[config.mk]
export PLATFORM = sky130hd
export DESIGN_NAME = rsa_cbc_block_decrypt_flat
export DESIGN_NICKNAME = d
export VERILOG_FILES = /design/src/design/rcbc_pkg.sv /design/src/design/rcbc_if.sv /design/src/design/rcbc_modmul.sv /design/src/design/rsa_cbc_block_decrypt.sv /design/src/flat_wrapper.sv
export SDC_FILE = /design/constraint.sdc
export NUM_CORES = 1
export LEC_CHECK = 0
export BUFFER_PORTS_ARGS = -buffer_cell sky130_fd_sc_hd__buf_2
export CAP_MARGIN = 20
export CORE_MARGIN = 5
export CORE_UTILIZATION = 32
export CTS_CLUSTER_SIZE = 24
export DETAILED_ROUTE_END_ITERATION = 8
export HOLD_SLACK_MARGIN = 0.06
export PLACE_DENSITY = 0.46
export SETUP_SLACK_MARGIN = 0.1
export SLEW_MARGIN = 20
export SYNTH_ARGS = -nofsm -noshare
export SYNTH_HDL_FRONTEND = slang
export SYNTH_SLANG_ARGS = --single-unit
[constraint.sdc]
create_clock -name clk -period 6.9 [get_ports clk]
set_input_delay 0.69 -clock clk [delete_from_list [all_inputs] [get_ports clk]]
set_output_delay 0.69 -clock clk [all_outputs]
set_load 0.02 [all_outputs]
[src/design/rcbc_pkg.sv]
// rcbc_pkg: shared constants and types for the RSA/CBC block decryptor.
// No dependencies; compiled first.
package rcbc_pkg;

  // Default value width (fields, registers, residues)
  localparam int VALUE_BITS_DEF = 31;

  // Configuration register indexes
  localparam int CFG_IDX_BITS = 2;
  localparam logic [CFG_IDX_BITS-1:0] CFG_EXPONENT = 2'd0;
  localparam logic [CFG_IDX_BITS-1:0] CFG_MODULUS  = 2'd1;
  localparam logic [CFG_IDX_BITS-1:0] CFG_SEED     = 2'd2;

  // Sequencer states of the top level
  typedef enum logic [2:0] {
    ST_IDLE,
    ST_REDUCE,
    ST_LOOP,
    ST_MUL_ACC,
    ST_MUL_SQR,
    ST_FINISH
  } rcbc_state_t;

  // Status of the bit-serial modular multiplier
  typedef struct packed {
    logic busy;
    logic done;
  } mm_status_t;

endpackage

[src/design/rcbc_if.sv]
// rcbc_if: request and result channel interfaces (valid/ready).
// Depends on rcbc_pkg for the default value width.
interface rcbc_in_if import rcbc_pkg::*; #(
  parameter int VALUE_BITS = VALUE_BITS_DEF
);
  logic                  valid;
  logic                  ready;
  logic [VALUE_BITS-1:0] cipher_block;
  logic                  message_start;

  modport source (output valid, cipher_block, message_start, input ready);
  modport sink   (input valid, cipher_block, message_start, output ready);
endinterface

interface rcbc_out_if import rcbc_pkg::*; #(
  parameter int VALUE_BITS = VALUE_BITS_DEF
);
  logic                  valid;
  logic                  ready;
  logic [VALUE_BITS-1:0] plain_value;

  modport source (output valid, plain_value, input ready);
  modport sink   (input valid, plain_value, output ready);
endinterface

[src/design/rcbc_modmul.sv]
// rcbc_modmul: bit-serial interleaved modular multiplier, a*b mod m.
// One multiplier bit per cycle, MSB first. Depends on rcbc_pkg.
module rcbc_modmul import rcbc_pkg::*; #(
  parameter int VALUE_BITS = VALUE_BITS_DEF
) (
  input  logic                  clk,
  input  logic                  rst_n,
  input  logic                  start,
  input  logic [VALUE_BITS-1:0] a,
  input  logic [VALUE_BITS-1:0] b,
  input  logic [VALUE_BITS-1:0] m,
  output logic [VALUE_BITS-1:0] product,
  output mm_status_t            status
);

  localparam int CW = $clog2(VALUE_BITS);

  logic                  busy_r;
  logic                  done_r;
  logic [CW-1:0]         cnt_r;
  logic [VALUE_BITS-1:0] a_r;
  logic [VALUE_BITS-1:0] b_r;
  logic [VALUE_BITS-1:0] m_r;
  logic [VALUE_BITS-1:0] acc_r;
  logic [VALUE_BITS-1:0] acc_nxt;

  logic [VALUE_BITS:0] m_ext;
  logic [VALUE_BITS:0] dbl;
  logic [VALUE_BITS:0] d1;
  logic [VALUE_BITS:0] sum;
  logic [VALUE_BITS:0] d2;
  logic                last;

  // acc < m holds throughout: 2*acc and acc+b each need one subtract
  always_comb begin
    m_ext   = {1'b0, m_r};
    dbl     = {acc_r, 1'b0};
    d1      = (dbl >= m_ext) ? dbl - m_ext : dbl;
    sum     = d1 + (a_r[VALUE_BITS-1] ? {1'b0, b_r} : '0);
    d2      = (sum >= m_ext) ? sum - m_ext : sum;
    acc_nxt = d2[VALUE_BITS-1:0];
    last    = busy_r && (cnt_r == '0);
  end

  always_ff @(posedge clk) begin
    if (!rst_n) begin
      busy_r <= 1'b0;
      done_r <= 1'b0;
    end else begin
      done_r <= last;
      if (start) begin
        busy_r <= 1'b1;
      end else if (last) begin
        busy_r <= 1'b0;
      end
    end
  end

  always_ff @(posedge clk) begin
    if (start) begin
      a_r   <= a;
      b_r   <= b;
      m_r   <= m;
      acc_r <= '0;
      cnt_r <= CW'(VALUE_BITS - 1);
    end else if (busy_r) begin
      acc_r <= acc_nxt;
      a_r   <= {a_r[VALUE_BITS-2:0], 1'b0};
      cnt_r <= cnt_r - 1'b1;
    end
  end

  assign product     = acc_r;
  assign status.busy = busy_r;
  assign status.done = done_r;

  a_acc_reduced: assert property (@(posedge clk) disable iff (!rst_n)
    busy_r |-> (acc_r < m_r))
    else $error("modmul partial product not below modulus");

  a_done_ends_busy: assert property (@(posedge clk) disable iff (!rst_n)
    done_r |-> !busy_r)
    else $error("modmul done while still busy");

endmodule

[src/design/rsa_cbc_block_decrypt.sv]
// rsa_cbc_block_decrypt: RSA modular exponentiation with CBC chaining.
// Depends on rcbc_pkg, rcbc_if (rcbc_in_if, rcbc_out_if) and rcbc_modmul.
//
// Usage:
//  - in_req carries one ciphertext block per request (cipher_block) and a
//    message_start flag; out_rsp returns one plain_value per request.
//  - cfg_we/cfg_index/cfg_wdata write private_exponent (0), modulus (1) and
//    chain_seed (2); other indexes are ignored. Write only while idle.
//  - A request is reduced mod modulus bit-serially, then raised to the
//    exponent by right-to-left square-and-multiply on one shared
//    bit-serial modular multiplier. A modulus below two skips all
//    arithmetic (decrypted value 0).
//  - One request in flight at a time; in_req.ready is high only when idle,
//    so the next request is taken only once the current one has left FINISH.
//    The result sits in an output register, so the next request can be
//    taken while out_rsp waits; if it is still waiting when the next result
//    is done, the sequencer holds in FINISH until the receiver takes it.
//  - Reset (synchronous, rst_n low): sequencer idle, no result pending,
//    exponent 0, modulus 2, seed 0, chain value 0.
module rsa_cbc_block_decrypt import rcbc_pkg::*; #(
  parameter int VALUE_BITS = VALUE_BITS_DEF
) (
  input  logic                    clk,
  input  logic                    rst_n,
  rcbc_in_if.sink                 in_req,
  rcbc_out_if.source              out_rsp,
  input  logic                    cfg_we,
  input  logic [CFG_IDX_BITS-1:0] cfg_index,
  input  logic [VALUE_BITS-1:0]   cfg_wdata
);

  localparam int CW = $clog2(VALUE_BITS);

  // Configuration registers
  logic [VALUE_BITS-1:0] exponent_r;
  logic [VALUE_BITS-1:0] modulus_r;
  logic [VALUE_BITS-1:0] seed_r;

  // Sequencer and datapath
  rcbc_state_t           state_r, state_nxt;
  logic [VALUE_BITS-1:0] chain_value_r, chain_value_nxt; // last raw block
  logic [VALUE_BITS-1:0] chain_sel_r, chain_sel_nxt;     // chain for this block
  logic [VALUE_BITS-1:0] blk_r, blk_nxt;                 // block, shifted MSB out
  logic [VALUE_BITS-1:0] red_r, red_nxt;                 // partial remainder
  logic [CW-1:0]         cnt_r, cnt_nxt;
  logic [VALUE_BITS-1:0] exp_r, exp_nxt;
  logic [VALUE_BITS-1:0] base_r, base_nxt;
  logic [VALUE_BITS-1:0] acc_r, acc_nxt;
  logic                  out_valid_r, out_valid_nxt;
  logic [VALUE_BITS-1:0] plain_r, plain_nxt;

  logic                  in_take;
  logic [VALUE_BITS:0]   red_t;
  logic [VALUE_BITS:0]   mod_ext;
  logic                  mm_start;
  logic                  mm_a_acc;
  logic [VALUE_BITS-1:0] mm_a;
  logic [VALUE_BITS-1:0] mm_product;
  mm_status_t            mm_stat;

  rcbc_modmul #(.VALUE_BITS(VALUE_BITS)) u_modmul (
    .clk     (clk),
    .rst_n   (rst_n),
    .start   (mm_start),
    .a       (mm_a),
    .b       (base_r),
    .m       (modulus_r),
    .product (mm_product),
    .status  (mm_stat)
  );

  assign mm_a = mm_a_acc ? acc_r : base_r;

  // Config write decode
  always_ff @(posedge clk) begin
    if (!rst_n) begin
      exponent_r <= '0;
      modulus_r  <= VALUE_BITS'(2);
      seed_r     <= '0;
    end else if (cfg_we) begin
      unique case (cfg_index)
        CFG_EXPONENT: exponent_r <= cfg_wdata;
        CFG_MODULUS:  modulus_r  <= cfg_wdata;
        CFG_SEED:     seed_r     <= cfg_wdata;
        default: ;
      endcase
    end
  end

  assign in_req.ready      = (state_r == ST_IDLE);
  assign in_take           = in_req.valid && in_req.ready;
  assign out_rsp.valid     = out_valid_r;
  assign out_rsp.plain_value = plain_r;

  // Restoring remainder step: shift in the next block bit, subtract once
  assign mod_ext = {1'b0, modulus_r};
  assign red_t   = {red_r, blk_r[VALUE_BITS-1]};

  always_ff @(posedge clk) begin
    if (!rst_n) begin
      state_r       <= ST_IDLE;
      out_valid_r   <= 1'b0;
      chain_value_r <= '0;
    end else begin
      state_r       <= state_nxt;
      out_valid_r   <= out_valid_nxt;
      chain_value_r <= chain_value_nxt;
    end
  end

  always_ff @(posedge clk) begin
    chain_sel_r <= chain_sel_nxt;
    blk_r       <= blk_nxt;
    red_r       <= red_nxt;
    cnt_r       <= cnt_nxt;
    exp_r       <= exp_nxt;
    base_r      <= base_nxt;
    acc_r       <= acc_nxt;
    plain_r     <= plain_nxt;
  end

  always_comb begin
    state_nxt       = state_r;
    chain_value_nxt = chain_value_r;
    chain_sel_nxt   = chain_sel_r;
    blk_nxt         = blk_r;
    red_nxt         = red_r;
    cnt_nxt         = cnt_r;
    exp_nxt         = exp_r;
    base_nxt        = base_r;
    acc_nxt         = acc_r;
    plain_nxt       = plain_r;
    out_valid_nxt   = out_valid_r && !out_rsp.ready;
    mm_start        = 1'b0;
    mm_a_acc        = 1'b0;

    unique case (state_r)
      ST_IDLE: begin
        if (in_take) begin
          chain_sel_nxt   = in_req.message_start ? seed_r : chain_value_r;
          chain_value_nxt = in_req.cipher_block;
          blk_nxt         = in_req.cipher_block;
          red_nxt         = '0;
          cnt_nxt         = CW'(VALUE_BITS - 1);
          exp_nxt         = exponent_r;
          acc_nxt         = VALUE_BITS'(1);
          if (modulus_r < VALUE_BITS'(2)) begin
            // arithmetic mod 0 or 1: decrypted value is 0
            acc_nxt   = '0;
            state_nxt = ST_FINISH;
          end else begin
            state_nxt = ST_REDUCE;
          end
        end
      end

      ST_REDUCE: begin
        red_nxt = (red_t >= mod_ext) ? VALUE_BITS'(red_t - mod_ext)
                                     : red_t[VALUE_BITS-1:0];
        blk_nxt = {blk_r[VALUE_BITS-2:0], 1'b0};
        cnt_nxt = cnt_r - 1'b1;
        if (cnt_r == '0) begin
          base_nxt  = (red_t >= mod_ext) ? VALUE_BITS'(red_t - mod_ext)
                                         : red_t[VALUE_BITS-1:0];
          state_nxt = ST_LOOP;
        end
      end

      ST_LOOP: begin
        if (exp_r == '0) begin
          state_nxt = ST_FINISH;
        end else if (exp_r[0]) begin
          mm_a_acc  = 1'b1;
          mm_start  = 1'b1;
          state_nxt = ST_MUL_ACC;
        end else begin
          exp_nxt   = exp_r >> 1;
          mm_start  = 1'b1;
          state_nxt = ST_MUL_SQR;
        end
      end

      ST_MUL_ACC: begin
        if (mm_stat.done) begin
          acc_nxt = mm_product;
          exp_nxt = exp_r >> 1;
          // no square needed once no higher exponent bit remains
          if (exp_r[VALUE_BITS-1:1] == '0) begin
            state_nxt = ST_FINISH;
          end else begin
            mm_start  = 1'b1;
            state_nxt = ST_MUL_SQR;
          end
        end
      end

      ST_MUL_SQR: begin
        if (mm_stat.done) begin
          base_nxt  = mm_product;
          state_nxt = ST_LOOP;
        end
      end

      ST_FINISH: begin
        // wait for the output register to free up
        if (!out_valid_r || out_rsp.ready) begin
          plain_nxt     = acc_r ^ chain_sel_r;
          out_valid_nxt = 1'b1;
          state_nxt     = ST_IDLE;
        end
      end

      default: begin
        state_nxt = ST_IDLE;
      end
    endcase
  end

  a_start_when_free: assert property (@(posedge clk) disable iff (!rst_n)
    mm_start |-> !mm_stat.busy)
    else $error("multiplier started while busy");

  a_residues_reduced: assert property (@(posedge clk) disable iff (!rst_n)
    (state_r == ST_LOOP) |-> (base_r < modulus_r) && (acc_r < modulus_r))
    else $error("residue not below modulus");

  a_result_from_finish: assert property (@(posedge clk) disable iff (!rst_n)
    (out_valid_nxt && !(out_valid_r && !out_rsp.ready)) |-> (state_r == ST_FINISH))
    else $error("result loaded outside FINISH");

  a_take_leaves_idle: assert property (@(posedge clk) disable iff (!rst_n)
    in_take |=> (state_r == ST_REDUCE) || (state_r == ST_FINISH))
    else $error("accepted request did not start work");

endmodule

[src/flat_wrapper.sv]
// flat-port wrapper written by rule: the top's interface ports become plain ports
module rsa_cbc_block_decrypt_flat import rcbc_pkg::*;
#(
  parameter int VALUE_BITS = VALUE_BITS_DEF
)
  (clk, rst_n, cfg_we, cfg_index, cfg_wdata, in_req_valid, in_req_cipher_block, in_req_message_start, in_req_ready, out_rsp_valid, out_rsp_plain_value, out_rsp_ready);
  rcbc_in_if #(.VALUE_BITS(VALUE_BITS)) in_req_i ();
  rcbc_out_if #(.VALUE_BITS(VALUE_BITS)) out_rsp_i ();
  input  logic clk;
  input  logic rst_n;
  input  logic cfg_we;
  input  logic [CFG_IDX_BITS-1:0] cfg_index;
  input  logic [VALUE_BITS-1:0] cfg_wdata;
  input wire logic [$bits(in_req_i.valid)-1:0] in_req_valid;
  input wire logic [$bits(in_req_i.cipher_block)-1:0] in_req_cipher_block;
  input wire logic [$bits(in_req_i.message_start)-1:0] in_req_message_start;
  output wire logic [$bits(in_req_i.ready)-1:0] in_req_ready;
  output wire logic [$bits(out_rsp_i.valid)-1:0] out_rsp_valid;
  output wire logic [$bits(out_rsp_i.plain_value)-1:0] out_rsp_plain_value;
  input wire logic [$bits(out_rsp_i.ready)-1:0] out_rsp_ready;
  assign in_req_i.valid = in_req_valid;
  assign in_req_i.cipher_block = in_req_cipher_block;
  assign in_req_i.message_start = in_req_message_start;
  assign in_req_ready = in_req_i.ready;
  assign out_rsp_valid = out_rsp_i.valid;
  assign out_rsp_plain_value = out_rsp_i.plain_value;
  assign out_rsp_i.ready = out_rsp_ready;
  rsa_cbc_block_decrypt #(.VALUE_BITS(VALUE_BITS)) u_core (.clk(clk), .rst_n(rst_n), .in_req(in_req_i), .out_rsp(out_rsp_i), .cfg_we(cfg_we), .cfg_index(cfg_index), .cfg_wdata(cfg_wdata));
endmodule
# Yosys cells after proc, flatten, opt, wreduce, memory -nomap -nowiden
# Cells that the tools add are included.
totals:
  reg_bits: 481
  in_bits: 70
  out_inout_bits: 33
  elab_cells: 122
classes:
  n_addsub: 6
  magnitude_cmp: 4
  eq_ne: 14
  n_mux: 46
  bitwise: 1
  reduce_logical: 29
op_table:
  columns: ["cell", "n"]
  rows:
  - ["$mux 31", 16]
  - ["$pmux 31 s2", 4]
  - ["$ge 32x31->1", 3]
  - ["$pmux 31 s3", 1]
  - ["$sub 31x31->31", 2]
  - ["$add 32x31->32", 1]
  - ["$mux 32", 1]
  - ["$sub 32x31->32", 1]
  - ["$logic_not 31->1", 1]
  - ["$lt 31x2->1 const B", 1]
  - ["$xor 31x31->31", 1]
  - ["$logic_not 30->1", 1]
  - ["$mux 3", 8]
  - ["$pmux 3 s6", 1]
  - ["$mux 1", 12]
  - ["$reduce_and 2->1", 6]
  - ["$logic_not 5->1", 2]
  - ["$ne 2x2->1 const B", 5]
  - ["$pmux 5 s2", 1]
  - ["$reduce_and 5->1", 2]
  - ["$reduce_bool 2->1", 5]
  - ["$sub 5x1->5 const B", 2]
  - ["$eq 3x2->1 const B", 2]
  - ["$eq 3x3->1 const B", 2]
  - ["other kinds (14)", 19]

# Depth between registers and ports, before layout
# Gate-level depths: netlist of run 1.
depth:
  ltp_word: 5
  ltp_mapped: 35
  mapped_depth_nobuf: 32

# Modules after synthesis
# From an unflattened synthesis of run 1, not the netlist that was laid out.
hier_totals:
  cells_unflattened: 2676
  hier_area_um2: 26791.9
by_module_without_submodules:
  columns: ["mod", "n_inst", "cells_per_inst", "area_per_inst_um2", "seq_area_each_um2"]
  rows:
  - ["rsa_cbc_block_decrypt", 1, 1583, 16464.5, 9228.9]
  - ["rcbc_modmul", 1, 1093, 10327.4, 3553.4]

# Worst setup path before layout of run 1
# Ideal clock, no wire load.
synth_timing:
  path_type: "register to register"
  startpoint: "register u_core.u_modmul.m_r[0]"
  endpoint: "register u_core.u_modmul.acc_r[10] (netlist: u_core.u_modmul.product[10])"
  setup_ns: 0.254
  arrival_time_ns: 6.921
  required_time_ns: 6.646
  slack_ns: -0.275
  path_stages_with_launch: 35
  n_path_buf: 4
  synth_period_minus_slack_ns: 7.175
  path_cell_list: "edfxtp_1 inv_1 fa_1 a211oi_1 o211ai_1 nand3_1 a31oi_1 o21ai_0 nand2_1 clkbuf_1 buf_1 nor2_1 a21oi_1 ha_1 buf_2 and3_1 a221o_1 a211o_1 or2_2 a21boi_0 a21o_1 a21oi_1 xnor2_1 ha_1 and3_1 and2_1 or3b_2 o21ai_0 o21ai_0 nand2b_1 a21oi_1 a2111oi_4 buf_6 mux2i_1 a211oi_1"
synth_via:
  elab_chain_len: 5
  word_cells_on_any_way: 7
  classes_between: "3 x add/sub; 2 x order compare; 2 x mux"
synth_lines:
  columns: ["item", "line_no", "rtl"]
  rows:
  - ["start, declared", "rcbc_modmul.sv:23", "logic [VALUE_BITS-1:0] m_r;"]
  - ["start signal, assigned", "rcbc_modmul.sv:63", "m_r <= m;"]
  - ["$sub 32x31->32 / $ge 32x31->1 (equally long branches)", "rcbc_modmul.sv:38", "d1 = (dbl >= m_ext) ? dbl - m_ext : dbl;"]
  - ["$mux 32", "rcbc_modmul.sv:38", null]
  - ["$add 32x31->32", "rcbc_modmul.sv:39", "sum = d1 + (a_r[VALUE_BITS-1] ? {1'b0, b_r} : '0);"]
  - ["$sub 31x31->31 / $ge 32x31->1 (equally long branches)", "rcbc_modmul.sv:40", "d2 = (sum >= m_ext) ? sum - m_ext : sum;"]
  - ["$mux 31 (*)", "rcbc_modmul.sv:40", null]
  - ["end signal, assigned", "rcbc_modmul.sv:67", "acc_r <= acc_nxt;"]
  - ["end, declared", "rcbc_modmul.sv:24", "logic [VALUE_BITS-1:0] acc_r;"]
# Every way passes the cells marked *; elsewhere a longest branch is shown, timed or not.
# A chain may end at the register's enable or synchronous reset.

# Worst setup path after layout of run 1
layout_timing:
  startpoint: "register u_core.u_modmul.m_r[9]"
  endpoint: "register u_core.u_modmul.acc_r[6] (netlist: u_core.u_modmul.product[6])"
layout_via:
  elab_chain_len: 5
  word_cells_on_any_way: 7
  classes_between: "3 x add/sub; 2 x order compare; 2 x mux"
layout_lines:
  columns: ["item", "line_no"]
  rows:
  - ["$sub 32x31->32 / $ge 32x31->1 (equally long branches)", "rcbc_modmul.sv:38"]
  - ["$mux 32", "rcbc_modmul.sv:38"]
  - ["$add 32x31->32", "rcbc_modmul.sv:39"]
  - ["$ge 32x31->1 / $sub 31x31->31 (equally long branches)", "rcbc_modmul.sv:40"]
  - ["$mux 31 (*)", "rcbc_modmul.sv:40"]
# Marks and branches as above.

==> results of run 1 <==
-- sequential cells by signal, indices dropped and copies added, names as in the netlist --
register and count:
u_core.red_r 31, u_core.u_modmul.done_r 1, u_core.out_rsp.plain_value 31, u_core.exponent_r 31, u_core.u_modmul.busy_r 1, u_core.chain_sel_r 31
u_core.u_modmul.cnt_r 5, u_core.u_modmul.a_r 31, u_core.chain_value_r 31, u_core.u_modmul.product 31, u_core.cnt_r 5, u_core.u_modmul.m_r 31
u_core.exp_r 31, u_core.state_r 3, u_core.seed_r 31, u_core.base_r 31, u_core.modulus_r 31, u_core.out_rsp.valid 1
u_core.u_modmul.b_r 31, u_core.blk_r 31, u_core.acc_r 31
-- worst max-delay path by stage --
stage	cells after the start	to	slack, ns
3_3_place_gp	30	u_core.u_modmul.product[16]	-0.36
5_1_grt	35	u_core.u_modmul.product[13]	-0.26
6_report	44	u_core.u_modmul.product[6]	0.02
2_1_floorplan	33	u_core.u_modmul.product[10]	0.12
3_5_place_dp	30	u_core.u_modmul.product[16]	-0.39
4_1_cts	35	u_core.u_modmul.product[14]	0.05
-- cell usage after synthesis, drive strengths merged (5+ instances only) --
library cell | number | area share [%]
a211oi | 24 | 0.70
o21bai | 17 | 0.50
mux2i | 65 | 2.5
a21o | 52 | 1.5
mux2 | 40 | 1.8
nand2 | 455 | 6.6
o21a | 18 | 0.53
and3 | 40 | 0.97
a31o | 6 | 0.20
o21ai | 127 | 2.5
nand2b | 19 | 0.46
edfxtp | 315 | 37
inv | 105 | 1.5
nand3b | 5 | 0.15
o31a | 5 | 0.17
nor3 | 35 | 0.68
a31oi | 10 | 0.24
nor4 | 19 | 0.46
a21oi | 326 | 6.3
nand3 | 27 | 0.53
o31ai | 11 | 0.32
a22o | 30 | 1.0
nor2 | 176 | 2.6
xnor2 | 80 | 2.7
nor2b | 11 | 0.27
or2 | 7 | 0.17
o211ai | 16 | 0.47
nand4 | 17 | 0.41
and4 | 5 | 0.17
a221oi | 5 | 0.19
clkbuf | 111 | 1.6
and2 | 44 | 1.1
xor2 | 60 | 2.0
buf | 15 | 0.27
ha | 126 | 6.1
dfxtp | 166 | 13
-- routing by layer --
layer  share of wire [%]  track usage (%)  routed length [um]  up-vias
li1                    -                -                   -    10200
met1                  48             25.3               38400    10100
met2                  46             29.6               36900      443
met3                 3.7             2.00                2950      114
met4                 2.6             4.44                2120        2
met5               0.016                0                  13        -
-- worst max-delay path, delay by kind of cell, from the launching register on --
family | cells | cell delay [ns]
DFF | 1 | 0.37
adders and majority gates | 1 | 0.24
AOI/OAI and AO/OA | 6 | 1.13
xor gates and xnor gates | 1 | 0.28
and+or+nand+nor | 2 | 0.31
buffers and inverters | 33 | 4.17
muxes | 1 | 0.24
-- metrics by stage --
step / TNS [ns] / hold slack (ns) / utilization [%] / cell area (um2)
after detailed placement: -8.51 / 0.437 / 36.5 / 29300
after CTS: 0 / 0.306 / 39.3 / 31500
after floorplan: 0 / 0.426 / - / 25700
after global routing: -6.45 / 0.320 / 39.9 / 32000
final: 0 / 0.346 / 39.9 / 32000
after global placement: -6.67 / 0.435 / 36.5 / 29300
-- kinds of logic after synthesis --
kind of cell | Yosys count | share of synthesized area, %
mux | 105 | 4.28
buf+inv | 231 | 3.43
xor+xnor | 141 | 4.86
flops | 481 | 49.7
simple gates | 875 | 15.0
compound gates | 691 | 16.3
fa+ha+maj | 130 | 6.44
-- area by class of cell --
class	count	area, um2	share of cell area (%)
clock buffer	70	1420	4.43
sequential	481	12800	39.9
antenna	2	5.00	0.0156
inverter	105	397	1.24
clock inverter	21	249	0.778
timing repair buffer	451	3210	10.0
tap	1060	1330	4.14
multi-input combinational	1943	12600	39.4
-- timing repair --
action                     in CTS  in global routing
gates resized for setup        51                 67
gates cloned                    0                  2
setup buffers                  45                 23
setup endpoints to repair      31                 31
pin swaps                      38                 62
-- cell usage in the layout (no fill, tap or decap), types with 100 or more instances in the layout --
cell      netlist  layout
ha_1          126     120
nor2_1        176     169
nand2_1       455     451
edfxtp_1      315     315
inv_1         105     100
buf_2           2     103
o21ai_0       127     114
dfxtp_1       166     165
buf_4           1     334
a21oi_1       326     311
==> flow_metrics.tcl, run 1 <==
set metrics [dict create \
    postSynthAreaPerCell_um2 9.69 \
    timing.rr.end "u_core.u_modmul.product[6]" \
    clk_latency_ns 0.59 \
    synth_cell_types 70 \
    place_congestion 0.891 \
    slew_violations 0 \
    crit_path_max_fanout 7 \
    status "finished clean" \
    cap_viol_max_count 0 \
    fin_ws_ns 0.0242 \
    skew_ns 0.0248 \
    routed_wl_mm 80.4 \
    worstHoldEndpoint "u_core.chain_value_r[11]" \
    synth_async_sr_flop_share_pct 0 \
    dp_slack_ns -0.392 \
    holdBufCountCts 0 \
    finalSetupViolations 0 \
    slowest_stage "edfxtp_1" \
    via_per_inst 5.05 \
    rsz0062_at_grt "true" \
    drive_gt1_share_pct 21.8 \
    cp.arrival_ns 7.30 \
    fin_crit_ns 6.88 \
    fp.dieH_um 293 \
    hold_viol 0 \
    clockBufferDepth 3 \
    cts_root_buf "clkbuf_16" \
    area_growth_syn_to_layout_pct 24.5 \
    critPathCaptureType "flop" \
    clkTransAtPathRegs_ns 0.06 \
    antenna_found_initial 1 \
    grt_pass1_wl_mm 122 \
    routedWlPerCell_um 19.5 \
    place_hpwl_mm 59.4 \
    rows 104 \
    start_util_pct 32.1 \
    cp_common_cell "buf_4" \
    fin_cells 4133 \
    worstPathRequired_ns 7.33 \
    hold_path.class "input pin to flop" \
    ys.flop_type "edfxtp_1" \
    netlist_instances 2654 \
    synth-seq-cells 481 \
    reg2reg_from "u_core.u_modmul.m_r[9]" \
    drt_iter0_drc 1448 \
    grt_pass1_vias 20900 \
    gr-total-overflow 0 \
    syn-num-nets 2854 \
    synth_warnings 0 \
    fin_crit_sh_pct 99.6 \
    whs_path_depth 3 \
    synth_edf_count 315 \
    slew_headroom_pct 28.7 \
    seq_area_frac_synth_pct 49.7 \
    startpoint "u_core.u_modmul.m_r[9]" \
    cts_tree "yes" \
    htreeDepth 2 \
    max_freq_mhz 145 \
    core_mm2 0.0802 \
    tightest_slew_ns 1.07 \
    path_class "flop to flop" \
    synth_area_mm2 0.0257 \
    cp-start-kind "flop" \
    dp.cells 3973 \
    grt_max_degree 86 \
    grt.total_usage_pct 17.9 \
    nFillCells 7966 \
    max_stage_delay_ns 0.37 \
    drc 0 \
    chipWidth_um 293 \
    vias 20900 \
    clock_sinks 481 \
    io_buffers 102 \
    nets 3234 \
    ant_nets 0 \
    numCtsBuffers 52 \
    reg2reg_depth 44 \
    r2r_slack_ns 0.02 \
    min-delay-start "in_req_cipher_block[11]" \
    ioPinCount 103 \
    die_area_mm2 0.0861 \
    first_pass_iters 5 \
]
Power of run 1 is left out: the tool's default activity adds up to more than one toggle a clock period on the data nets, which glitch-free logic cannot reach.
==> inputs of run 2 (changes only) <==
--- a/config.mk
+++ b/config.mk
@@ -12,7 +12,7 @@
 export CTS_CLUSTER_SIZE = 24
 export DETAILED_ROUTE_END_ITERATION = 8
 export HOLD_SLACK_MARGIN = 0.06
-export PLACE_DENSITY = 0.46
+export PLACE_DENSITY = 0.45
 export SETUP_SLACK_MARGIN = 0.1
 export SLEW_MARGIN = 20
 export SYNTH_ARGS = -nofsm -noshare
==> constraint.sdc (replaced) <==
create_clock -name clk -period 8 [get_ports clk]
set_input_delay 0.8 -clock clk [delete_from_list [all_inputs] [get_ports clk]]
set_output_delay 0.8 -clock clk [all_outputs]
set_load 0.02 [all_outputs]
==> flow_metrics.tcl, run 2 (synthesis gave the netlist of run 1 again) <==
set metrics [dict create \
    drive_gt1_share_pct 11.9 \
    nFillCells 8234 \
    clockBufferDepth 3 \
    slew_violations 0 \
    path_class "flop to flop" \
    die_area_mm2 0.0861 \
    critPathCaptureType "flop" \
    grt_pass1_wl_mm 121 \
    htreeDepth 2 \
    place_hpwl_mm 58.9 \
    reg2reg_depth 31 \
    core_mm2 0.0802 \
    fin_crit_sh_pct 94.3 \
    finalSetupViolations 0 \
    start_util_pct 32.1 \
    crit_family "compound AO/OA/AOI/OAI gates" \
    clkTransAtPathRegs_ns 0.07 \
    routedWlPerCell_um 20.4 \
    timing.rr.end "u_core.u_modmul.product[6]" \
    drc 0 \
    clk_latency_ns 0.60 \
    vias 19800 \
    critPathCapture "u_core.u_modmul.product[6]" \
    skew_ns 0.0207 \
    tightest_slew_ns 1.05 \
    nets 2958 \
    chipWidth_um 293 \
    via_per_inst 5.13 \
    grt.total_usage_pct 17.8 \
    max_stage_delay_ns 0.50 \
    clock_sinks 481 \
    status "finished clean" \
    r2r_slack_ns 0.46 \
    cp-start-kind "flop" \
    cap_viol_max_count 0 \
    slowest_stage "fa_1" \
    antenna_found_initial 2 \
    ioPinCount 103 \
    fin_crit_ns 7.54 \
    final_common_cell "nand2_1" \
    cp_num_buf_inv 3 \
    grt_max_degree 81 \
    ff_latch_area_mm2 0.0128 \
    cp.arrival_ns 8.04 \
    cp_common_cell "a21o_1" \
    gr-total-overflow 0 \
    startpoint "u_core.u_modmul.m_r[0]" \
    cts_tree "yes" \
    grt_pass1_vias 19800 \
    ant_nets 0 \
    rsz0062_at_grt "true" \
    cts_root_buf "clkbuf_16" \
    rows 104 \
    routed_wl_mm 78.9 \
    max_freq_mhz 133 \
    holdBufCountCts 0 \
    first_pass_iters 7 \
    crit_path_max_fanout 20 \
    place_congestion 0.885 \
    numCtsBuffers 52 \
    path_depth 31 \
    slew_headroom_pct 30.0 \
    io_buffers 102 \
    area_growth_syn_to_layout_pct 14.5 \
    holdWs_ns 0.451 \
    reg2reg_from "u_core.u_modmul.m_r[0]" \
    worstPathRequired_ns 8.50 \
    hold_viol 0 \
    hold_path.class "flop to flop" \
    fp.dieH_um 293 \
    drt_iter0_drc 1523 \
    multiInputGateArea_mm2 0.0122 \
    layout_common_cells "nand2_1 (452), a21oi_1 (325), edfxtp_1 (315), nor2_1 (171), dfxtp_1 (164)" \
]
## run 2: cell types whose count changed in the layout (fill, tap and decap cells not counted), sizes merged
cell,previous run,this run
buf,451,176
bufinv,5,0
clkbuf,70,81
clkinv,11,12
diode,2,3
inv,108,105
nand2,456,455
## run 2: worst min-delay path by stage
stage / from / to / slack [ns] / depth (start not counted)
after detailed placement: u_core.base_r[15] / u_core.u_modmul.b_r[15] / 0.44 / 0
after floorplan: u_core.base_r[10] / u_core.u_modmul.b_r[10] / 0.43 / 0
after global routing: in_req_cipher_block[26] / u_core.chain_value_r[26] / 0.44 / 3
final: u_core.seed_r[15] / u_core.seed_r[15] / 0.45 / 2
after CTS: in_req_cipher_block[14] / u_core.chain_value_r[14] / 0.41 / 3
after global placement: u_core.base_r[13] / u_core.u_modmul.b_r[13] / 0.44 / 0
## run 2: metrics by stage
step / TNS (ns) / instances / utilization [%] / instance area (um2) / worst slack (ns)
floorplan: 0 / 2654 / - / 25700 / 0.825
global placement: -1.44 / 3761 / 34.6 / 27700 / -0.142
detailed placement: -4.79 / 3763 / 34.6 / 27700 / -0.319
CTS: 0 / 3859 / 36.6 / 29400 / 0.109
global route: 0 / 3859 / 36.7 / 29400 / 0.0367
finish: 0 / 3862 / 36.7 / 29400 / 0.458
## run 2: layout make-up
| cell class | count | area share (%) |
|---|---|---|
| sequential | 481 | 43.4 |
| multi-input combinational | 1942 | 41.5 |
| clock buffer | 81 | 5.15 |
| tap | 1060 | 4.51 |
| timing repair buffer | 176 | 3.77 |
| inverter | 105 | 1.35 |
| clock inverter | 14 | 0.285 |
| antenna | 3 | 0.0255 |
## run 2: per-layer routing
layer	track usage, %	wire length [um]	up-vias
met5	0	0	-
met4	4.25	1990	0
met3	1.87	3130	109
met2	28.9	35700	443
met1	25.8	38100	9565
li1	-	-	9709
## run 2: worst reg2reg max path, delay by kind of cell, from the launching register on
kind	cells	cell delay (ns)
XOR/XNOR	2	0.20
AO/OA/AOI/OAI	15	3.03
AND/OR/NAND/NOR	6	1.74
flip-flops	1	0.38
multiplexers	2	0.38
buffers and inverters	3	0.49
adder cells (fa/ha/maj)	3	1.23
## run 2: repair_timing
action / CTS / global route
buffers inserted: 1 / 0
pin swaps: 1 / 3
setup endpoints to repair: 31 / 31
gates resized for setup: 4 / 16
Power of run 2 is left out for the same reason.
